`config.mk`:
```
export PLATFORM = sky130hd
export DESIGN_NAME = bb_front
export DESIGN_NICKNAME = d
export VERILOG_FILES = /design/src/sv/bb_pkg.sv /design/src/sv/bb_front.sv
export SDC_FILE = /design/constraint.sdc
export NUM_CORES = 1
export LEC_CHECK = 0
export ABC_CLOCK_PERIOD_IN_PS = 13450
export BUFFER_PORTS_ARGS = -buffer_cell sky130_fd_sc_hd__buf_2
export CORE_ASPECT_RATIO = 1.4
export CORE_MARGIN = 5
export CORE_UTILIZATION = 50
export DETAILED_ROUTE_END_ITERATION = 10
export GPL_ROUTABILITY_DRIVEN = 0
export PLACE_DENSITY = 0.72
export SLEW_MARGIN = 20
export SYNTH_ARGS = -nofsm -noshare
export SYNTH_HDL_FRONTEND = slang
export SYNTH_SLANG_ARGS = --single-unit
```
`constraint.sdc`:
```
create_clock -name clk -period 13.45 [get_ports clk]
set_clock_uncertainty 0.15 [all_clocks]
set_input_delay 0.6725 -clock clk [delete_from_list [all_inputs] [get_ports clk]]
set_output_delay 0.6725 -clock clk [all_outputs]
set_load 0.01 [all_outputs]
```
`src/sv/bb_pkg.sv`:
```
package bb_pkg;

  localparam int CH_W       = 8;
  localparam int PIX_W      = 3 * CH_W;
  localparam int SUM_W      = 12;
  localparam int NUM_W      = 13;
  localparam int RCP_W      = 18;
  localparam int RCP_SHIFT  = 18;
  localparam int PROD_W     = NUM_W + RCP_W;
  localparam int FW_W       = 11;
  localparam int FH_W       = 13;
  localparam int HEIGHT_MAX = 4096;
  localparam int ROW_W      = 13;
  localparam int CFG_IDX_W  = 2;
  localparam int CFG_DATA_W = 13;
  localparam int MQ_DEPTH   = 4;
  localparam int OQ_DEPTH   = 8;
  localparam int WIN_N      = 9;
  localparam int CNT_W      = 4;

  localparam logic [CFG_IDX_W-1:0] REG_FRAME_WIDTH  = 2'd0;
  localparam logic [CFG_IDX_W-1:0] REG_FRAME_HEIGHT = 2'd1;

  localparam logic REQ_PIXEL = 1'b0;
  localparam logic REQ_FLUSH = 1'b1;

  typedef struct packed {
    logic [PIX_W-1:0] pix;
    logic             emit;
    logic             last;
    logic [WIN_N-1:0] mask;
  } op_t;

  typedef struct packed {
    logic [CH_W-1:0] red;
    logic [CH_W-1:0] green;
    logic [CH_W-1:0] blue;
    logic            last;
  } res_t;

  function automatic logic [CNT_W-1:0] popcount9(input logic [WIN_N-1:0] m);
    logic [CNT_W-1:0] c;
    c = '0;
    for (int k = 0; k < WIN_N; k++) begin
      c = c + CNT_W'(m[k]);
    end
    return c;
  endfunction

  // ceil(2^18 / (2*count)), exact for numerators below 2^13
  function automatic logic [RCP_W-1:0] recip(input logic [CNT_W-1:0] cnt);
    logic [RCP_W-1:0] m;
    case (cnt)
      4'd1:    m = 18'd131072;
      4'd2:    m = 18'd65536;
      4'd3:    m = 18'd43691;
      4'd4:    m = 18'd32768;
      4'd6:    m = 18'd21846;
      4'd9:    m = 18'd14564;
      default: m = 18'd131072;
    endcase
    return m;
  endfunction

endpackage

```
`src/sv/bb_front.sv`:
```
module bb_front #(
  parameter int MAX_WIDTH = 1024
) (
  input  logic                            clk,
  input  logic                            rst_n,
  input  logic                            in_fire,
  input  logic                            in_req_type,
  input  logic [bb_pkg::CH_W-1:0]         in_red,
  input  logic [bb_pkg::CH_W-1:0]         in_green,
  input  logic [bb_pkg::CH_W-1:0]         in_blue,
  input  logic                            cfg_fire,
  input  logic [bb_pkg::CFG_IDX_W-1:0]    cfg_index,
  input  logic [bb_pkg::CFG_DATA_W-1:0]   cfg_data,
  output logic                            q_push,
  output bb_pkg::op_t                     q_op,
  output logic [$clog2(MAX_WIDTH)-1:0]    q_col
);

  import bb_pkg::*;

  localparam int CW    = $clog2(MAX_WIDTH);
  localparam int WW    = $clog2(MAX_WIDTH + 1);
  localparam int W_RST = (MAX_WIDTH < 1024) ? MAX_WIDTH : 1024;

  logic [CW-1:0]    col_r, col_nxt;
  logic [ROW_W-1:0] row_r, row_nxt;
  logic [WW-1:0]    w_eff_r, w_eff_nxt;
  logic [FH_W-1:0]  h_eff_r, h_eff_nxt;
  logic [FW_W-1:0]  w_raw;
  logic [FH_W-1:0]  h_raw;
  logic             in_frame, drop, col_first, emit, last, col_wrap;
  logic             left_ok, right_ok, top_ok, bot_ok;
  logic             cfg_restart;
  logic [CW-1:0]    qc;
  logic [ROW_W-1:0] qr;

  assign w_raw = cfg_data[FW_W-1:0];
  assign h_raw = cfg_data[FH_W-1:0];

  always_comb begin
    if (w_raw == '0) begin
      w_eff_nxt = WW'(1);
    end else if (32'(w_raw) > 32'(MAX_WIDTH)) begin
      w_eff_nxt = WW'(MAX_WIDTH);
    end else begin
      w_eff_nxt = WW'(w_raw);
    end
    if (h_raw == '0) begin
      h_eff_nxt = FH_W'(1);
    end else if (h_raw > FH_W'(HEIGHT_MAX)) begin
      h_eff_nxt = FH_W'(HEIGHT_MAX);
    end else begin
      h_eff_nxt = h_raw;
    end
  end

  // classify the beat and locate the pixel whose window completes now
  assign in_frame  = (row_r < h_eff_r);
  assign drop      = in_frame && (in_req_type == REQ_FLUSH);
  assign col_first = (col_r == '0);
  assign emit      = (row_r >= ROW_W'(2)) || ((row_r == ROW_W'(1)) && !col_first);
  assign qc        = col_first ? CW'(w_eff_r - WW'(1)) : col_r - CW'(1);
  assign qr        = col_first ? row_r - ROW_W'(2) : row_r - ROW_W'(1);
  assign left_ok   = (qc != '0);
  assign right_ok  = (32'(qc) + 32'd1) < 32'(w_eff_r);
  assign top_ok    = (qr != '0);
  assign bot_ok    = (32'(qr) + 32'd1) < 32'(h_eff_r);
  assign last      = emit && ((32'(qr) + 32'd1) == 32'(h_eff_r))
                          && ((32'(qc) + 32'd1) == 32'(w_eff_r));
  assign col_wrap  = (32'(col_r) + 32'd1) >= 32'(w_eff_r);

  assign q_push    = in_fire && !drop;
  assign q_op.pix  = in_frame ? {in_red, in_green, in_blue} : '0;
  assign q_op.emit = emit;
  assign q_op.last = last;
  assign q_op.mask = {right_ok & bot_ok, right_ok, right_ok & top_ok,
                      bot_ok, 1'b1, top_ok,
                      left_ok & bot_ok, left_ok, left_ok & top_ok};
  assign q_col     = col_r;

  assign cfg_restart = cfg_fire &&
                       ((cfg_index == REG_FRAME_WIDTH) || (cfg_index == REG_FRAME_HEIGHT));

  always_comb begin
    col_nxt = col_r;
    row_nxt = row_r;
    if (cfg_restart) begin
      col_nxt = '0;
      row_nxt = '0;
    end else if (q_push) begin
      if (last) begin
        col_nxt = '0;
        row_nxt = '0;
      end else if (col_wrap) begin
        col_nxt = '0;
        row_nxt = row_r + ROW_W'(1);
      end else begin
        col_nxt = col_r + CW'(1);
      end
    end
  end

  always_ff @(posedge clk) begin
    if (!rst_n) begin
      col_r   <= '0;
      row_r   <= '0;
      w_eff_r <= WW'(W_RST);
      h_eff_r <= FH_W'(1);
    end else begin
      col_r <= col_nxt;
      row_r <= row_nxt;
      if (cfg_fire && (cfg_index == REG_FRAME_WIDTH)) begin
        w_eff_r <= w_eff_nxt;
      end
      if (cfg_fire && (cfg_index == REG_FRAME_HEIGHT)) begin
        h_eff_r <= h_eff_nxt;
      end
    end
  end

  a_col_in_frame: assert property (@(posedge clk) disable iff (!rst_n)
    32'(col_r) < 32'(w_eff_r))
    else $error("input column beyond frame width");

  a_last_restarts: assert property (@(posedge clk) disable iff (!rst_n)
    (q_push && q_op.last) |=> ((col_r == '0) && (row_r == '0)))
    else $error("frame counters not restarted after last pixel");

endmodule

```
### Word-level counts from Yosys, hierarchy flattened

Index checks and enable logic that the tools add are counted.
W data, S select, Z words.

| cells by class | value |
|---|---|
| add/sub/neg operators | 9 |
| $lt $le $gt $ge | 7 |
| equality and inequality tests | 4 |
| muxes and demuxes | 11 |
| bitwise logic cells | 5 |
| reduce and logical (&&, ||, !) cells | 21 |

Operators with widths:

| cell | count |
|---|---|
| $mux W13 | 5 |
| $lt A32 B13 Y1 | 1 |
| $mux W10 | 3 |
| $mux W24 | 1 |
| $add A10 B1 Y11 const B | 2 |
| $mux W11 | 2 |
| $sub A10 B1 Y10 const B | 2 |
| $add A13 B1 Y14 const B | 1 |
| $eq A14 B13 Y1 | 1 |
| $add A13 B1 Y13 const B | 1 |
| $eq A13 B1 Y1 const B | 1 |
| $ge A13 B2 Y1 const B | 1 |
| $gt A13 B13 Y1 const B | 1 |
| $logic_not A13 Y1 | 1 |
| $lt A13 B13 Y1 | 1 |
| $reduce_bool A13 Y1 | 1 |
| $sub A13 B1 Y13 const B | 1 |
| $sub A13 B2 Y13 const B | 1 |
| $eq A11 B11 Y1 | 1 |
| $ge A11 B11 Y1 | 1 |
| $gt A11 B11 Y1 const B | 1 |
| $logic_not A11 Y1 | 1 |
| $lt A11 B11 Y1 | 1 |
| $add A10 B1 Y10 const B | 1 |
| other kinds (12) | 24 |

| storage, ports and cells | value |
|---|---|
| bits in registers | 47 |
| input bits | 44 |
| output and inout bits | 46 |
| word-level logic and storage cells | 61 |

### Logic depth before layout (Yosys ltp)

| depth | value |
|---|---|
| depth in word-level cells | 8 |
| gate-level depth with buffers | 26 |

### Least setup slack after synthesis

Ideal clock, no wire load.

| timing | value |
|---|---|
| kind | register to output |
| start | register col_r[0], in the netlist q_col[0] |
| end | output q_op[8] (netlist bit) |
| arrival | 5.044 ns |
| required time | 12.627 ns |
| slack | 7.583 ns |
| stages on the path, launching flop included | 22 |
| cells stage by stage | dfxtp_1 inv_1 ha_1 or4b_1 buf_2 nor3_4 buf_6 mux2i_1 ha_1 or3b_2 o41ai_1 o31a_1 o22a_1 nor2b_1 and2_1 nand4_1 xor2_1 ha_1 a2111oi_0 nand2_1 o22a_1 nor3_1 |

RTL lines:

| item | RTL line | source |
|---|---|---|
| from (decl) | bb_front.sv:25 | `logic [CW-1:0] col_r, col_nxt;` |
| from (signal assigned) | bb_front.sv:110 | `col_r <= col_nxt;` |
| to (decl) | bb_front.sv:15 | `output bb_pkg::op_t q_op,` |

==> reports/qor.yml <==
status:
  outcome: "completed"
global_routing:
  grt_pass1_wl_um: 22900
  grt_pass1_vias: 4826
  antenna_found_initial: 0
  grt-ovfl-total: 0
  grt_max_degree: 32
  grt_use_total_pct: 23.5
sta:
  rsz0062_at_grt: "no"
  max_slew_margin_pct: 46.6
  min_period_ns: 6.96
  tns_ns: 0
  slew_violations: 0
  whs_ns: 0.364
  tightestPinTransition_ns: 0.796
  setup_violations: 0
  layout_worst_path_cycle_share_pct: 51.7
  fmax_mhz: 144
  hold_viol: 0
synth:
  synth-compound-area-share_pct: 18.3
  yosysWarnings: 0
  muxShareOfSynthArea_pct: 1.53
  synth_top_family_by_area: "simple AND/OR/NAND/NOR gates"
  ys.flop_type: "dfxtp_1"
  ys_types: 70
  synthTopCellsByArea: "dfxtp_1, ha_1, xnor2_1"
  yosysTopAreaCell: "dfxtp_1"
  synth-edff-count: 0
  synthAdderAreaFrac_pct: 15.2
  yosysSeqAreaShare_pct: 18.0
  synth-seq-cells: 47
  async_reset_ff_share_pct: 0
  synth_top_cell_area_share_pct: 18.0
  synthCells: 667
  syn_area_um2: 5230
  synthXorXnorAreaFrac_pct: 7.54
  synth_nets: 773
  avgSynthCellArea_um2: 7.84
  synth_simple_gate_area_share_pct: 31.3
floorplan:
  pin_count: 90
  dieWidth_um: 96.4
  initial_core_util_pct: 50.8
  die_area_um2: 12600
  die_h_um: 131
  core_um2: 10300
  fp-row-count: 44
critical_path:
  r2r-start: "q_col[0]"
  crit_fanout: 17
  startpoint_type: "flip-flop"
  crit_path_top_delay_cell: "or4b_1"
  path_class: "flip-flop to output pin"
  r2r_end: "row_r[4]"
  r2r_cells: 23
  regToRegSetupSlack_ns: 6.90
  cpPeakStageDelay_ns: 0.65
  cp_cell_sequence: "inv_1 -> ha_1 -> or4b_1 -> nor3_4 -> mux2i_1 -> ha_1 -> or3b_2 -> o41ai_1 -> o31a_1 -> o22a_1 -> nor2b_1 -> and2_1 -> nand4_1 -> xor2_1 -> ha_1 -> a2111oi_0 -> nand2_1 -> o22a_1 -> nor3_1 -> buf_2"
  cp_common_cell: "ha_1"
  arrival_ns: 6.14
  cp-end-kind: "output pin"
  crit_family: "simple AND/OR/NAND/NOR gates"
  cp.required_ns: 12.63
  cp_num_buf_inv: 2
power_and_ir_drop:
  clkPwrFrac_pct: 31.4
  p_sw_share_pct: 33.7
  total_power_mw: 0.464
  combPwrFrac_pct: 37.6
  ir_worst_vdd_uv: 45.9
  p_per_area_nw_per_um2: 80.1
  seqPwrFrac_pct: 31.0
  power.leakage_nw: 2.37
  power.switching_mw: 0.157
  p_int_mw: 0.308
clock_network:
  cts.path.max_buffers: 2
  cts_max_level: 2
  cts_made_buffers: 5
  root_buffer: "clkbuf_16"
  cts_setup_buffers: 0
  cts_resized: 0
  clk_pin_slew_ns: 0.06
  postCtsHoldBufs: 0
  clock_sinks: 47
  clk_latency_ns: 0.29
  cts_tree: "yes"
route:
  via_per_inst: 6.09
  drt.antenna.violating_nets: 0
  wl_um: 15000
  first_pass_iters: 5
  via_count: 5223
  first_iter_violations: 254
  routedWlPerCell_um: 17.5
  drc: 0
final_layout:
  antennaDiodeCount: 0
  final_common_cell: "buf_2"
  fin_util_pct: 56.3
  fin_nets: 825
  final_cell_mix: "buf_2, ha_1, dfxtp_1, inv_1, nand2_1"
  layout-drive-gt1-share_pct: 16.9
  areaGrowthSynthToFinish_pct: 10.8
hold_path:
  hold_end: "h_eff_r[11]"
  worstHoldStart: "h_eff_r[11]"
  whs_path_depth: 2
  min_path_type: "flip-flop to flip-flop"
placement:
  io_buffers: 88
  dpl.hpwl_um: 12200
run:
  max_cap_violations: 0
## state kept, by name, indices dropped and copies added, names as in the netlist
register / cells
h_eff_r: 13
row_r: 13
w_eff_r: 11
q_col: 10
## synthesized netlist by cell type, types with 4 or more instances
master and count:
ha_1 62, nand3_1 31, buf_4 9, nor3_1 16
o21a_1 9, dfxtp_1 47, nor2b_1 23, and3_1 8
o211ai_1 4, or4_1 10, a21oi_1 37, nor4_1 12
nand2_1 44, and4_1 4, nand4_1 21, or4b_1 4
mux2i_1 8, nand2b_1 4, o31ai_1 13, and2_1 29
a22oi_1 13, or2_2 4, a21boi_0 7, xor2_1 20
buf_2 4, xnor2_1 25, inv_1 46, nor3b_1 5
nor2_1 29, buf_6 5, o21ai_0 14, clkbuf_1 26
nand3b_1 9, a31oi_1 8
## cells by family after synthesis
| kind of cell | count (synthesis) |
|---|---|
| buffers and inverters | 91 |
| flip-flops | 47 |
| adder cells (fa/ha/maj) | 64 |
| XOR/XNOR | 45 |
| multiplexers | 8 |
| AND/OR/NAND/NOR | 274 |
| other | 1 |
| AO/OA/AOI/OAI | 137 |
## area by class of cell
cell class / instances / area [µm²]
sequential: 47 / 941
fill: 999 / 4500
tap: 138 / 173
inverter: 46 / 173
timing repair buffer: 90 / 455
clock buffer: 6 / 139
clock inverter: 2 / 35.0
multi-input combinational: 529 / 3880
## power by group through the flow
stage	combinational, mW	sequential [mW]	clock (mW)
after floorplan	0.129	0.146	0
after global placement	0.166	0.147	0
after detailed placement	0.172	0.147	0
after CTS	0.173	0.144	0.149
after global routing	0.194	0.144	0.154
final	0.174	0.144	0.146
## metal layers
metal  part of all wire, %  global-route usage [%]  up-vias
li1                      -                       -     2522
met1                    36                    24.2     2410
met2                    50                    42.5      228
met3                   6.6                    2.00       63
met4                   7.2                    19.1        0
met5                     0                       0        -
## worst max-delay path by stage
stage / from / to / slack [ns] / depth (start not counted)
floorplan: q_col[0] / q_op[8] / 7.58 / 21
global route: q_col[0] / q_op[8] / 6.09 / 18
global placement: q_col[0] / q_op[8] / 7.08 / 20
finish: q_col[0] / q_op[8] / 6.49 / 20
CTS: q_col[0] / q_op[8] / 6.58 / 20
detailed placement: q_col[0] / q_op[8] / 6.91 / 20
## through the flow
step           cell area [µm²]  instances  worst slack (ns)
2_1_floorplan             5230        667              7.58
3_3_place_gp              5610        850              7.08
3_5_place_dp              5610        850              6.91
4_1_cts                   5790        858              6.58
5_1_grt                   5790        858              6.09
6_report                  5790        858              6.49
## worst reg2reg max path: cells and delay by family (launching register included)
kind / cells / cell delay [ns]
AO/OA/AOI/OAI: 6 / 0.88
XOR/XNOR: 1 / 0.19
AND/OR/NAND/NOR: 10 / 3.23
adder cells (fa/ha/maj): 3 / 0.76
buffers and inverters: 2 / 0.36
flip-flops: 1 / 0.37
multiplexers: 1 / 0.53
No activity file was read; power rests on OpenSTA's default activity.
