--- src/sv/bb_fifo.sv ---
module bb_fifo #(
  parameter int WIDTH = 8,
  parameter int DEPTH = 4
) (
  input  logic             clk,
  input  logic             rst_n,
  input  logic             push,
  input  logic [WIDTH-1:0] din,
  output logic             full,
  input  logic             pop,
  output logic [WIDTH-1:0] dout,
  output logic             empty
);

  localparam int PW   = $clog2(DEPTH);
  localparam int CNTW = $clog2(DEPTH + 1);

  logic [WIDTH-1:0] mem_r [DEPTH];
  logic [PW-1:0]    wr_ptr_r, wr_ptr_nxt;
  logic [PW-1:0]    rd_ptr_r, rd_ptr_nxt;
  logic [CNTW-1:0]  cnt_r, cnt_nxt;
  logic             do_push, do_pop;

  assign full    = (cnt_r == CNTW'(DEPTH));
  assign empty   = (cnt_r == '0);
  assign do_push = push && !full;
  assign do_pop  = pop && !empty;
  assign dout    = mem_r[rd_ptr_r];

  always_comb begin
    wr_ptr_nxt = wr_ptr_r;
    rd_ptr_nxt = rd_ptr_r;
    if (do_push) begin
      wr_ptr_nxt = (wr_ptr_r == PW'(DEPTH - 1)) ? '0 : wr_ptr_r + PW'(1);
    end
    if (do_pop) begin
      rd_ptr_nxt = (rd_ptr_r == PW'(DEPTH - 1)) ? '0 : rd_ptr_r + PW'(1);
    end
    cnt_nxt = cnt_r + CNTW'(do_push) - CNTW'(do_pop);
  end

  always_ff @(posedge clk) begin
    if (!rst_n) begin
      wr_ptr_r <= '0;
      rd_ptr_r <= '0;
      cnt_r    <= '0;
    end else begin
      wr_ptr_r <= wr_ptr_nxt;
      rd_ptr_r <= rd_ptr_nxt;
      cnt_r    <= cnt_nxt;
    end
  end

  always_ff @(posedge clk) begin
    if (do_push) begin
      mem_r[wr_ptr_r] <= din;
    end
  end

endmodule

--- config.mk ---
export PLATFORM = sky130hd
export DESIGN_NAME = bb_fifo
export DESIGN_NICKNAME = d
export VERILOG_FILES = /design/src/sv/bb_fifo.sv
export SDC_FILE = /design/constraint.sdc
export NUM_CORES = 1
export LEC_CHECK = 0
export ABC_AREA = 1
export BUFFER_PORTS_ARGS = -buffer_cell sky130_fd_sc_hd__buf_2
export CAP_MARGIN = 25
export CORE_UTILIZATION = 40
export DETAILED_ROUTE_END_ITERATION = 10
export PLACE_DENSITY = 0.69
export SLEW_MARGIN = 10
export SYNTH_ARGS = -nofsm -noshare
export SYNTH_HDL_FRONTEND = slang
export SYNTH_SLANG_ARGS = --single-unit
--- constraint.sdc ---
create_clock -name clk -period 3.6 [get_ports clk]
set_input_delay 0.54 -clock clk [delete_from_list [all_inputs] [get_ports clk]]
set_output_delay 0.54 -clock clk [all_outputs]
set_load 0.02 [all_outputs]
### Yosys cells after proc, flatten, opt, wreduce, memory -nomap -nowiden

Memory sizes are Yosys's and may differ from the RTL's. A register that Yosys moved wholly into a read port is not among the register bits.
Index checks and enable logic that the tools add are counted.
Widths: inputs -> output; s select.

* register bits: 7
* bits in writable memories: 32
* bits of input ports: 12
* output and inout port bits: 10
* word-level logic and storage cells: 22
* memories: 1

* add/subtract/negate cells: 4
* equality and inequality tests: 3
* multiplexer cells: 6
* reductions and logical operators: 5

Memory list
* mem_r: words 4, width 8, rd ports 1, clocked after memory_dff 1, write ports 1, line 18 `logic [WIDTH-1:0] mem_r [DEPTH];`

Operators with widths (number)
* $mux 2: 4
* $add 2x1->2 const B: 2
* $eq 2x2->1 const B: 2
* $add 3x1->3: 1
* $eq 3x3->1 const B: 1
* $logic_not 3->1: 1
* $sub 3x1->3: 1
* $logic_and 1x1->1: 2
* $logic_not 1->1: 2
* $mux 1: 2

### Depth between registers and ports, before layout

Gate-level depths: netlist (run 1).

* word-level depth: 5
* mapped depth: 11
* mapped depth without buffers: 11

### Least setup slack after synthesis (run 1)

Ideal clock, no wire load.

* kind: reg-to-reg
* from: register cnt_r[1]
* to: register cnt_r[2]
* setup time: 113 ps
* data arrival time: 1766 ps
* required time: 3487 ps
* path slack: 1721 ps
* stages on the path, launching flop included: 11
* path buffers: 0
* clock period less this slack: 1879 ps
* cell sequence: dfxtp_1 -> nor2_1 -> nand2_1 -> inv_1 -> nor2_1 -> ha_1 -> inv_1 -> ha_1 -> fa_1 -> nor2_1 -> nor2_1

* elaborated cells on any way between the ends: 8
* classes of those cells: 2 x add/sub; 1 x eq/ne; 5 x reduce/logical

RTL lines
* start: declaration: line 21 `logic [CNTW-1:0] cnt_r, cnt_nxt;`
* start signal: assignment: line 50 `cnt_r <= cnt_nxt;`
* $logic_not 3->1: line 25 `assign empty = (cnt_r == '0);`
* named net empty: line 12 `output logic empty`
* $logic_not 1->1: line 27 `assign do_pop = pop && !empty;`
* $logic_and 1x1->1: line 27
* $sub 3x1->3: line 39 `cnt_nxt = cnt_r + CNTW'(do_push) - CNTW'(do_pop);`

The timed path passes the listed nets, and every way through them passes these cells.
A chain may end at the register's enable or synchronous reset.

==> results by stage, run 1 <==
Outcome:
- The run finished with clean final reports.

Setup path:
- The sort of element at the start of the critical path is a flop.
- The sort of element at the end of the critical path is an output pin.
- For the worst setup path, the data arrival time is 1630 ps.
- Setup slack on the worst reg-to-reg path comes out at 1710 ps.
- Data on the critical path is required at its endpoint by 3060 ps.
- Along the worst path, the maximum fanout reaches 17.
- The critical setup path kind is flop to output pin.

Detailed routing:
- In the final routed layout, each cell accounts on average for 13.1 um.
- The first routing iteration left 32 violations.
- Using the TritonRoute via totals, the vias-per-cell ratio works out to 4.79.
- The count of nets left with antenna violations once routing finished came out at 0.
- Across all layers, the routed design uses 1,050 vias.
- After detailed routing, the number of remaining DRC violations is 0.
- The first detailed-routing pass took 4 iterations.
- Wires add up to 2880 um.

Worst hold path:
- The worst min-delay path class is input port to flop.

Clock network:
- In this run, post-CTS repair resized a total of 0 instances.
- The level count of the clock H-tree is 2.
- The clock latency on the worst-skew pair is 290 ps.
- The number of setup buffers added after CTS is 0.
- Counting along the longest clock path gives a buffer depth of 2.
- The number of sinks on the clock net is 41.
- The clock root buffer is sky130_fd_sc_hd__clkbuf_8.
- The number of hold buffers added after cts is 0.
- The clock transition at the registers of the reported paths is 80 ps.
- The number of clock buffers inserted by TritonCTS is 5.
- TritonCTS built the clock tree.

Timing:
- The post-route minimum period is 2170 ps.
- The slew at the pin closest to its max-slew limit is 786 ps.
- The maximum clock frequency is 0.460 GHz.
- The post-route clock skew is 9.07 ps.
- Final hold analysis gives a worst-case slack of 469 ps.
- Measured against its own limit, the worst slew margin works out to 47.4%.
- The total count of hold-check failures in the final report is 0.
- The count of pins over their slew limit is 0.
- In the final timing run, aggregate negative setup slack is 0 ps.
- The final worst-path setup slack is 1430 ps.
- Setup repair after global routing left no endpoint under its margin.
- The fraction of the cycle the final worst path needs is 60.4%.
- Setup violations remaining at the end of the flow were counted as 0.

Pwr:
- The power density relative to cell area is 733 nW/um^2.
- The total leakage power is 0.774 nW.
- Across the VDD grid, the largest voltage drop is 0.412 mV.

Logic synthesis:
- After Yosys synthesis, full adders, half adders and majority gates account for 6.39% of the synthesized area.
- The mux cell area share after synthesis is 0%.
- Summed over its instances, the top area cell type makes up 57.1% of the synthesized netlist area.
- The area share of and/or/nand/nor cells after synthesis is 11.4%.
- The share of the yosys chip area belonging to registers is 67.8%.
- The unique cell type count in the Yosys netlist is 20.
- After synthesis, the mean cell area works out to 11.9 um^2.
- The count of warnings emitted by yosys is 0.
- When the netlist entered floorplanning its net count stood at 162.
- Summing every instance area after synthesis gives 1680 um^2.
- In the synthesized netlist, the number of instances is 142.
- The xor-xnor portion of the synthesized cell area is 0.520%.
- The flip-flop and latch count after synthesis is 41.
- The cell type with the highest aggregate area in the netlist is sky130_fd_sc_hd__edfxtp_1.
- The main combinational cell family by area after synthesis is simple AND/OR/NAND/NOR gates.
- Yosys attributes the largest share of cell area to sky130_fd_sc_hd__edfxtp_1 57%, sky130_fd_sc_hd__dfxtp_1 11%, sky130_fd_sc_hd__nor2_1 6.5%.
- The synthesized netlist devotes 8.77% of its cell area to compound gates.

Placed design:
- The final HPWL from detailed placement is 2040 um.
- Prior to clock tree synthesis, the placed netlist has a worst setup slack of 1650 ps.
- Port buffering added 21 buffers.
- The placer congestion estimate is 0.746.

Floorplan:
- The number of placement rows is 23.
- The core region is 4030 um^2.
- The width of the die is 66.9 um.
- Pin placement for this block handled 22 I/O pins.
- Measured along the y axis, the die boundary spans 66.9 um.
- The floorplan step defined a die boundary enclosing 4470 um^2.
- The effective utilization at floorplan is 41.8%.

Layout:
- The number of nets in the finished design is 188.
- The final antenna diode count is 0.
- The share of post-route cells with drive strength above 1 is 20.7%.
- From synthesis to final layout, the design area changed by 13.5%.
- The count of filler cells inserted in the layout is 384.

Job:
- Max-cap violations in this run came to 0.

Global route:
- The number of global-route vias before repair came to 1,055.
- The global-route total usage across every layer is 14.8%.
- The residual overflow from global routing is 0.
- The initial antenna violation count is 0.
- The first global-routing pass estimated 4720 um of wire.
- Entering global routing, the biggest net connects 18 pins.
## placed cells by master (no fill, tap or decap), drive strengths merged
cell type	instances
a21oi	2
ha	7
nand3b	1
xnor2	1
nand3	1
fa	1
edfxtp	32
dfxtp	9
clkbuf	6
o22ai	8
inv	17
nand2	13
clkinv	2
o21ai	16
or2	1
buf	21
nor2	31
## path summary, 6_finish.rpt
check | from | end | depth (start not counted)
setup reg to reg | cnt_r[1] | cnt_r[2] | 10
hold / removal | din[1] | mem_r[3][1] | 1
hold reg to reg | rd_ptr_r[0] | flop | 2
setup / recovery | flop | dout[1] | 4
## per-stage QoR
step | instance area (um^2) | power [mW] | std cells | utilization [%]
3_3_place_gp | 1830 | 1.11 | 211 | 45.4
5_1_grt | 1910 | 1.50 | 219 | 47.4
3_5_place_dp | 1830 | 1.14 | 211 | 45.4
6_report | 1910 | 1.40 | 219 | 47.4
2_1_floorplan | 1680 | 1.00 | 142 | -
4_1_cts | 1910 | 1.42 | 219 | 47.4
## cells in the mapped netlist
cell / number
sky130_fd_sc_hd__nand2_2: 1
sky130_fd_sc_hd__nor2_2: 2
sky130_fd_sc_hd__o22ai_1: 8
sky130_fd_sc_hd__dfxtp_1: 9
sky130_fd_sc_hd__nand3_1: 1
sky130_fd_sc_hd__nand3b_1: 1
sky130_fd_sc_hd__nor2_1: 29
sky130_fd_sc_hd__a21oi_1: 2
sky130_fd_sc_hd__ha_1: 7
sky130_fd_sc_hd__or2_2: 1
sky130_fd_sc_hd__fa_1: 1
sky130_fd_sc_hd__o21ai_0: 12
sky130_fd_sc_hd__o21ai_2: 2
sky130_fd_sc_hd__o21ai_1: 2
sky130_fd_sc_hd__xnor2_1: 1
sky130_fd_sc_hd__inv_1: 16
sky130_fd_sc_hd__nand2_1: 12
sky130_fd_sc_hd__inv_2: 1
sky130_fd_sc_hd__buf_6: 2
sky130_fd_sc_hd__edfxtp_1: 32
## critical path, stage by stage, from the launching register on
cell	delay (ps)
sky130_fd_sc_hd__dfxtp_1	620
sky130_fd_sc_hd__inv_2	250
sky130_fd_sc_hd__o21ai_0	210
sky130_fd_sc_hd__o22ai_1	100
sky130_fd_sc_hd__buf_2	170
## cell type report
| cell class | instances | area [um^2] | area share, % |
|---|---|---|---|
| inverters | 17 | 63.8 | 3.34 |
| flip-flops and latches | 41 | 1140 | 59.7 |
| clock buffers | 6 | 72.6 | 3.80 |
| multi-input cells | 82 | 455 | 23.8 |
| repair buffers | 21 | 105 | 5.50 |
| clock inverters | 2 | 10.0 | 0.524 |
| well taps | 50 | 62.6 | 3.27 |
## power breakdown
part | total [mW] | switching, mW | leakage, nW | internal [mW]
sequential | 0.645 | 0.0530 | 0.368 | 0.592
combinational | 0.473 | 0.309 | 0.362 | 0.163
clock | 0.283 | 0.148 | 0.0450 | 0.134
## cell families after synthesis
group,count (synthesis)
AOI/OAI and AO/OA,26
xor gates and xnor gates,1
adders and majority gates,8
buffers and inverters,19
DFF,41
and+or+nand+nor,47
## state kept, by name, summed over array words and instances (netlist names), named ones only
register and count:
mem_r 32, wr_ptr_r 2, cnt_r 3, rd_ptr_r 2
## layer usage
| layer | wire (um) | share of wire (%) | GRT usage [%] |
|---|---|---|---|
| met3 | 114 | 4.0 | 4.62 |
| met5 | 0 | 0 | 0 |
| met2 | 1450 | 51 | 26.3 |
| met1 | 1280 | 45 | 16.5 |
| met4 | 27 | 0.94 | 5.59 |
(Power assumes the default switching activity.)
==> inputs of run 2 (changes only) <==
- ABC_AREA: 1 -> 0
- clock period: 3.6 -> 2.25 ns (I/O delays scaled with it)
==> results by stage, run 2 <==
Setup path:
- The depth of the most critical reg-to-reg path is 9 (-1).
- The sort of element at the end of the critical path is a flop.
- In this run the critical register-to-register path is launched from cnt_r[2].
- The setup slack of the most critical reg-to-reg path is 100 ps (-1610 ps).
- The total buffers and inverters traversed by the critical path was 2 (unchanged).
- The number of gates on the worst path with buffers counted was 9 (+5).
- The highest-delay cell along the critical path is sky130_fd_sc_hd__fa_1.
- The endpoint of the most critical register-to-register path is cnt_r[2].
- The required time of the critical path is 2420 ps (-640 ps).
- The worst setup path startpoint is cnt_r[2].
- Walking the worst path, the cells encountered are o31ai_2, inv_1, ha_1, inv_1, ha_1, fa_1, xnor2_2, xnor2_1, and2_1.
- The critical path ends at cnt_r[2].
- The arrival time of the worst setup path was 2320 ps (+690 ps).
- The kind of cell with the highest combined delay on the critical path is adder cells.
- The critical setup path kind is flop to flop.
- The largest driver fanout on the critical path is 4 (-13).
- The largest incremental delay on the critical path came to 410 ps (-210 ps).
- STA classifies the critical path startpoint as a flop.

Logic synthesis:
- The count of flip-flops with a built-in enable after synthesis is 32 (unchanged).
- The synthesized netlist net count is 115 (-29%).
- sky130_fd_sc_hd__edfxtp_1 is the most common cell in the netlist.
- The portion of synthesized cell area occupied by the leading cell type is 57.9% (+0.82 points).
- The fraction of registers with async set/reset was 0% (unchanged).
- The flip-flop and latch count after synthesis is 41 (unchanged).
- In the synthesized netlist the dominant register cell turns out to be sky130_fd_sc_hd__edfxtp_1.
- The commonest cells after synthesis are 32 x sky130_fd_sc_hd__edfxtp_1, 9 x sky130_fd_sc_hd__dfxtp_1, 8 x sky130_fd_sc_hd__mux4_2.
- The mean post-synth cell area is 17.5 um^2 (+47%).
- By area the synthesized netlist is led by sky130_fd_sc_hd__edfxtp_1 58%, sky130_fd_sc_hd__dfxtp_1 11%, sky130_fd_sc_hd__mux4_2 11%.
- The total standard cell area after synthesis is 1660 um^2 (-1.4%).
- The count of warnings emitted by yosys is 0 (unchanged).
- The largest total area in the synthesized netlist belongs to sky130_fd_sc_hd__edfxtp_1.
- The gate count of the mapped netlist is 95 (-33%).
- The unique cell type count in the Yosys netlist came to 21 (+5.0%).
- The share of the yosys chip area belonging to registers is 68.8% (+0.97 points).

Global route:
- The fraction of met1 tracks used by global routing is 13.6% (-2.9 points).
- The initial antenna violation count is 0 (unchanged).
- The number of global-route vias before repair is 888 (-16%).
- The largest net degree at the start of global routing is 12 (-6).
- The met3 usage is 3.97% (-0.66 points).
- The global-route wire length before repair is 3980 um (-16%).
- The residual overflow from global routing is 0 (unchanged).
- The met2 layer usage reported by global route is 23.9% (-2.4 points).
- In this run the most used layer during global routing was met2.
- The global-route total usage across every layer came to 13.1% (-1.7 points).

Layout:
- The library cell used most frequently in the layout, excluding fill and tap cells, is sky130_fd_sc_hd__edfxtp_1.
- The final antenna diode count is 0 (unchanged).
- The share of post-route cells with drive strength above 1 is 38.2% (+18 points).
- The area growth from synthesis to layout is 15.7%.
- The library cells used most frequently in the layout, excluding fill and tap cells, are 32 x sky130_fd_sc_hd__edfxtp_1, 21 x sky130_fd_sc_hd__buf_2, 8 x sky130_fd_sc_hd__mux4_2.
- The number of flip-flops under the largest register name is 32 (unchanged).
- The number of nets in the finished design is 143 (-24%).
- mem_r holds more flip-flops than any other register.
- The largest registers in the layout are mem_r (32), cnt_r (3).
- The number of standard cells in the layout, taps in and fillers out is 173 (-21%).

Pwr:
- The power density relative to cell area was 1070 nW/um^2 (+46%).
- The post-route total power came to 2.05 mW (+46%).
- The sequential power share is 49.1% (+3.0 points).
- The total leakage power is 0.715 nW (-7.6%).
- The switching portion of total power came to 29.8% (-6.7 points).
- The cell internal power dissipation is 1.44 mW (+61%).
- The part of the total power dissipated in combinational logic is 29.9% (-3.8 points).
- The clock network fraction of design power is 21.0% (+0.8 points).
- The worst IR drop on VDD was 0.569 mV (+38%).
- The switching power is 0.610 mW (+20%).

Timing:
- The post-route minimum period is 2150 ps.
- The final number of setup-violating endpoints is 0 (unchanged).
- Timing would allow up to 0.466 GHz.
- The total count of hold-check failures in the final report was 0 (unchanged).
- The final-layout worst hold slack was 269 ps (-200 ps).
- The fraction of the cycle the final worst path needs is 95.4%.
- The accumulated negative setup slack is 0 ps (unchanged).
- The slew at the pin closest to its max-slew limit is 424 ps (-362 ps).
- The post-route clock skew is 2.75 ps (-6.32 ps).
- The max-slew headroom at the worst pin is 71.7% (+24 points).
- The count of pins over their slew limit is 0 (unchanged).

Detailed routing:
- The via total after detailed routing was 839 (-20%).
- The routed wire length per instance is 14.3 um (+8.9%).
- The wire length after detailed routing was 2480 um (-14%).
- The DRC violation total after the first TritonRoute iteration is 90 (+180%).
- The residual antenna-violating net count after detailed routing is 0 (unchanged).
- The count of unresolved DRC violations after routing is 0 (unchanged).
- The routed via count divided by cell count is 4.85 (+1.2%).
- The first-pass detailed-route iteration total came to 4 (unchanged).

Floorplan:
- The total I/O pin count was 22 (unchanged).
- The effective utilization at floorplan is 41.5% (-0.29 points).
- The width of the die was 66.4 um (-0.69%).
- The die outline area is 4410 um^2 (-1.4%).
- The vertical extent of the die is 66.4 um (-0.69%).
- The total core area is 4000 um^2 (-0.71%).
- The number of placement rows was 23 (unchanged).

Outcome:
- The flow ran to the end, and the final reports show no timing, DRC or antenna violations.

Clock network:
- The clock latency on the worst-skew pair came to 280 ps (about the same).
- The number of sinks on the clock net is 41 (unchanged).
- The number of hold buffers added after cts is 0 (unchanged).
- The level count of the clock H-tree is 2 (unchanged).
- TritonCTS built the clock tree.
- The maximum buffer depth of the clock tree is 2 (unchanged).
- The number of clock buffers inserted by TritonCTS came to 5 (unchanged).
- The clock transition at the registers of the reported paths came to 70 ps (about the same).
- The clock root buffer is sky130_fd_sc_hd__clkbuf_8.

Job:
- The number of maximum-capacitance constraint violations is 0 (unchanged).

Placed design:
- The placer congestion estimate is 0.685 (-8.2%).
- The final HPWL from detailed placement is 1750 um (-14%).
- The number of placed instances with taps included was 165 (-22%).
- The number of buffer cells added on primary ports came to 21 (unchanged).

Worst hold path:
- The worst min-delay path class is input port to flop.
- The hold path depth is 1 (unchanged).
## run 2: per-layer routing
layer  vias up  wire (um)
met5         -          0
met4         0         35
met3         5        137
met2        26       1240
met1       406       1070
li1        402          -
## run 2: how the worst min path moves through the flow
stage          slack (ps)     endpoint         from
2_1_floorplan         440  mem_r[0][0]       din[0]
3_3_place_gp          490  wr_ptr_r[1]  wr_ptr_r[1]
3_5_place_dp          500  wr_ptr_r[1]  wr_ptr_r[1]
4_1_cts               270  mem_r[1][5]       din[5]
5_1_grt               270  mem_r[3][5]       din[5]
6_report              270  mem_r[1][5]       din[5]
## run 2: per-stage QoR
step / setup WS, ps / utilization, % / area [um^2]
2_1_floorplan: 90.7 / - / 1660
3_3_place_gp: 168 / 45.6 / 1830
5_1_grt: -11.2 / 48.0 / 1920
3_5_place_dp: 70.3 / 45.6 / 1830
6_report: 104 / 48.0 / 1920
4_1_cts: 54.0 / 47.5 / 1900
## run 2: power by group through the flow
stage	clock (mW)	sequential [mW]	combinational [mW]
finish	0.431	1.00	0.612
CTS	0.439	1.00	0.604
global placement	0	1.01	0.583
detailed placement	0	1.02	0.602
global route	0.467	1.02	0.684
floorplan	0	0.991	0.450
## run 2: layout make-up
type                            count  area, um^2
Sequential cell                    41        1140
Inverter                            7        26.3
Clock inverter                      1        3.75
Clock buffer                        6        72.6
Multi-Input combinational cell     43         475
Tap cell                           50        62.6
Fill cell                         344        2080
Timing Repair Buffer               25         135
## run 2: logic make-up (layout without fill, tap and decap cells)
| group | count (synthesis) | after routing | synth area share, % |
|---|---|---|---|
| multiplexers | 10 | 10 | 12.1 |
| buffers and inverters | 11 | 39 | 3.02 |
| AND/OR/NAND/NOR | 20 | 20 | 7.24 |
| AO/OA/AOI/OAI | 3 | 3 | 1.36 |
| adder cells (fa/ha/maj) | 8 | 8 | 6.49 |
| XOR/XNOR | 2 | 2 | 1.06 |
| flip-flops | 41 | 41 | 68.8 |
## run 2: what timing repair did
item,CTS,global route
setup buffers,0,1
endpoints found under the setup margin,0,1
resized for setup,0,3
==> inputs of run 3 (changes only) <==
- SETUP_SLACK_MARGIN: default -> 0.15
==> results by stage, run 3 (synthesized netlist as in run 2, its figures left out) <==
Outcome:
- The flow ran to the end, and the final reports show no timing, DRC or antenna violations.

Clock network:
- The number of setup buffers added after CTS was 0 (unchanged).
- The number of clock buffers inserted by TritonCTS is 5 (unchanged).
- TritonCTS built the clock tree.
- The tree is rooted in a sky130_fd_sc_hd__clkbuf_8.
- The level count of the clock H-tree was 2 (unchanged).
- The clock transition at the registers of the reported paths is 70 ps (about the same).
- The maximum buffer depth of the clock tree was 2 (unchanged).
- The clock latency on the worst-skew pair was 290 ps (about the same).
- The number of sinks on the clock net was 41 (unchanged).

Pwr:
- The switching power is 0.610 mW (about the same).
- The clock network fraction of design power came to 22.8% (+1.8 points).
- The power density relative to cell area is 1080 nW/um^2 (+0.84%).
- The part of the total power dissipated in combinational logic came to 28.5% (-1.4 points).
- The sequential power share is 48.7% (-0.4 points).
- The post-route total power is 2.08 mW (+1.7%).
- The switching portion of total power came to 29.3% (-0.52 points).
- The cell internal power dissipation is 1.47 mW (+2.4%).
- The total leakage power is 0.710 nW (-0.72%).
- The worst IR drop on VDD is 0.430 mV (-24%).

Setup path:
- The required time of the critical path is 2440 ps (+20 ps).
- The arrival time of the worst setup path is 2200 ps (-120 ps).
- The critical path starts at cnt_r[2].
- In this run the critical register-to-register path is captured at cnt_r[2].
- The startpoint identified for the worst register-to-register timing path is cnt_r[2].
- The setup slack of the most critical reg-to-reg path came to 240 ps (+130 ps).
- The depth of the most critical reg-to-reg path is 10 (+1).
- STA classifies the critical path endpoint as a flop.
- The sort of element at the start of the critical path is a flop.
- The critical path is of the flop to flop type.
- The largest driver fanout on the critical path is 4 (unchanged).
- The critical path endpoint is cnt_r[2].

Layout:
- The area growth from synthesis to layout is 16.7%.
- The count of filler cells inserted in the layout is 338 (-1.7%).
- In the final layout, the registers with the most flip-flops are mem_r (32), cnt_r (3).
- Leaving out fill and tap cells, the most frequent cells in the layout are 32 x sky130_fd_sc_hd__edfxtp_1, 21 x sky130_fd_sc_hd__buf_2, 8 x sky130_fd_sc_hd__mux4_2.
- The final antenna diode count came to 0 (unchanged).
- The number of nets in the finished design was 142 (-0.70%).
- The combined flip-flop and latch cell area is 1150 um^2 (+0.33%).
- The top register by number of flip-flops is mem_r.
- The footprint of the multi-input gates is 482 um^2 (+1.3%).
- The share of post-route cells with drive strength above 1 came to 39.8% (+1.6 points).
- The most common library cell in the layout ignoring fill and taps is sky130_fd_sc_hd__edfxtp_1.
- The number of flip-flops under the largest register name is 32 (unchanged).

Timing:
- The fraction of the cycle the final worst path needs is 89.4% (-5.9 points).
- The total count of hold-check failures in the final report is 0 (unchanged).
- The post-route clock skew is 5.26 ps (+2.51 ps).
- The count of pins over their slew limit was 0 (unchanged).
- The final number of setup-violating endpoints is 0 (unchanged).
- The maximum clock frequency came to 0.497 GHz (+6.6%).
- The final-layout worst hold slack is 260 ps (-8.75 ps).
- The post-route minimum period is 2010 ps (-133 ps).
- The final worst-path setup slack is 238 ps (+133 ps).
- The accumulated negative setup slack is 0 ps (unchanged).
- The slew at the pin closest to its max-slew limit came to 429 ps (+5.26 ps).
- The max-slew headroom at the worst pin is 71.4% (-0.35 points).
- Setup repair after global routing left no endpoint under its margin.

Worst hold path:
- The path class of the tightest hold or removal check is input port to flop.
- The hold path depth is 1 (unchanged).
- The startpoint identified for the worst hold timing path is din[5].

Detailed routing:
- The first-pass detailed-route iteration total is 3 (-1).
- The wire length after detailed routing is 2480 um (unchanged).
- The count of unresolved DRC violations after routing is 0 (unchanged).
- The residual antenna-violating net count after detailed routing is 0 (unchanged).
- The via total after detailed routing is 825 (-1.7%).
- The routed wire length per instance is 14.3 um (unchanged).
- The DRC violation total after the first TritonRoute iteration is 61 (-32%).
- The routed via count divided by cell count is 4.77 (-1.7%).

Global route:
- The largest net degree at the start of global routing came to 13 (+1).
- The global-route total usage across every layer is 13.4% (+0.27 points).
- The residual overflow from global routing is 0 (unchanged).
- The initial antenna violation count came to 0 (unchanged).
- The global-route wire length before repair is 3980 um (unchanged).
- The number of global-route vias before repair is 889 (+0.11%).

Job:
- The number of maximum-capacitance constraint violations is 0 (unchanged).

Floorplan:
- The number of placement rows is 23 (unchanged).
- The effective utilization at floorplan is 41.5% (unchanged).
- The die outline area was 4410 um^2 (unchanged).
- The total I/O pin count is 22 (unchanged).
- The width of the die came to 66.4 um (unchanged).
- The vertical extent of the die is 66.4 um (unchanged).
- The total core area is 4000 um^2 (unchanged).

Placed design:
- The number of buffer cells added on primary ports is 21 (unchanged).
- The placer congestion estimate came to 0.704 (+2.7%).
- The final HPWL from detailed placement came to 1730 um (-1.1%).
- The placement-stage worst setup slack is 173 ps (+103 ps).
-- run 3: changes by cell type in the layout (fill, tap and decap cells not counted), sizes merged --
cell    before  now
clkinv       1    0
buf         25   24
clkbuf       6    8
-- run 3: area by class of cell --
class / count / area share (%)
tap: 50 / 3.23
timing repair buffer: 24 / 6.59
inverter: 7 / 1.36
multi-input combinational: 43 / 24.9
clock buffer: 8 / 4.65
sequential: 41 / 59.3
-- run 3: stage by stage --
stage | std cells | instance area [um^2] | utilization [%]
5_1_grt | 173 | 1940 | 48.4
3_3_place_gp | 165 | 1830 | 45.8
3_5_place_dp | 165 | 1830 | 45.8
6_report | 173 | 1940 | 48.4
4_1_cts | 173 | 1920 | 48.0
2_1_floorplan | 95 | 1660 | -
-- run 3: worst max-delay path, cell delays in order (launching register included) --
cell                      delay, ps
sky130_fd_sc_hd__dfxtp_4        370
sky130_fd_sc_hd__nor3b_4        150
sky130_fd_sc_hd__nor2b_2        130
sky130_fd_sc_hd__inv_1           50
sky130_fd_sc_hd__ha_1           270
sky130_fd_sc_hd__inv_1           40
sky130_fd_sc_hd__ha_2           160
sky130_fd_sc_hd__fa_2           330
sky130_fd_sc_hd__xnor2_1        140
sky130_fd_sc_hd__xnor2_1        120
sky130_fd_sc_hd__and2_1         140
-- run 3: worst min-delay path by stage --
stage / to / slack [ps]
floorplan: mem_r[0][0] / 440
global placement: wr_ptr_r[1] / 490
detailed placement: wr_ptr_r[1] / 500
CTS: mem_r[3][5] / 250
global route: mem_r[1][2] / 250
finish: mem_r[2][5] / 260
-- run 3: routing by layer --
| layer | GRT usage, % | vias up | wire [um] | share of wire (%) |
|---|---|---|---|---|
| li1 | - | 403 | - | - |
| met1 | 12.9 | 395 | 935 | 38 |
| met2 | 24.1 | 22 | 1330 | 54 |
| met3 | 6.38 | 5 | 163 | 6.6 |
| met4 | 5.59 | 0 | 44 | 1.8 |
| met5 | 0 | - | 0 | 0 |
-- run 3: repair_timing --
item / in CTS / in global routing
setup endpoints to repair: 0 / 1
gates resized for setup: 0 / 4
hold buffers: 0 / 0
-- run 3: power by group through the flow --
| stage | combinational, mW | clock, mW | sequential [mW] |
|---|---|---|---|
| after detailed placement | 0.604 | 0 | 1.02 |
| final | 0.593 | 0.475 | 1.01 |
| after floorplan | 0.453 | 0 | 0.994 |
| after CTS | 0.605 | 0.494 | 1.00 |
| after global routing | 0.668 | 0.526 | 1.03 |
| after global placement | 0.587 | 0 | 1.01 |
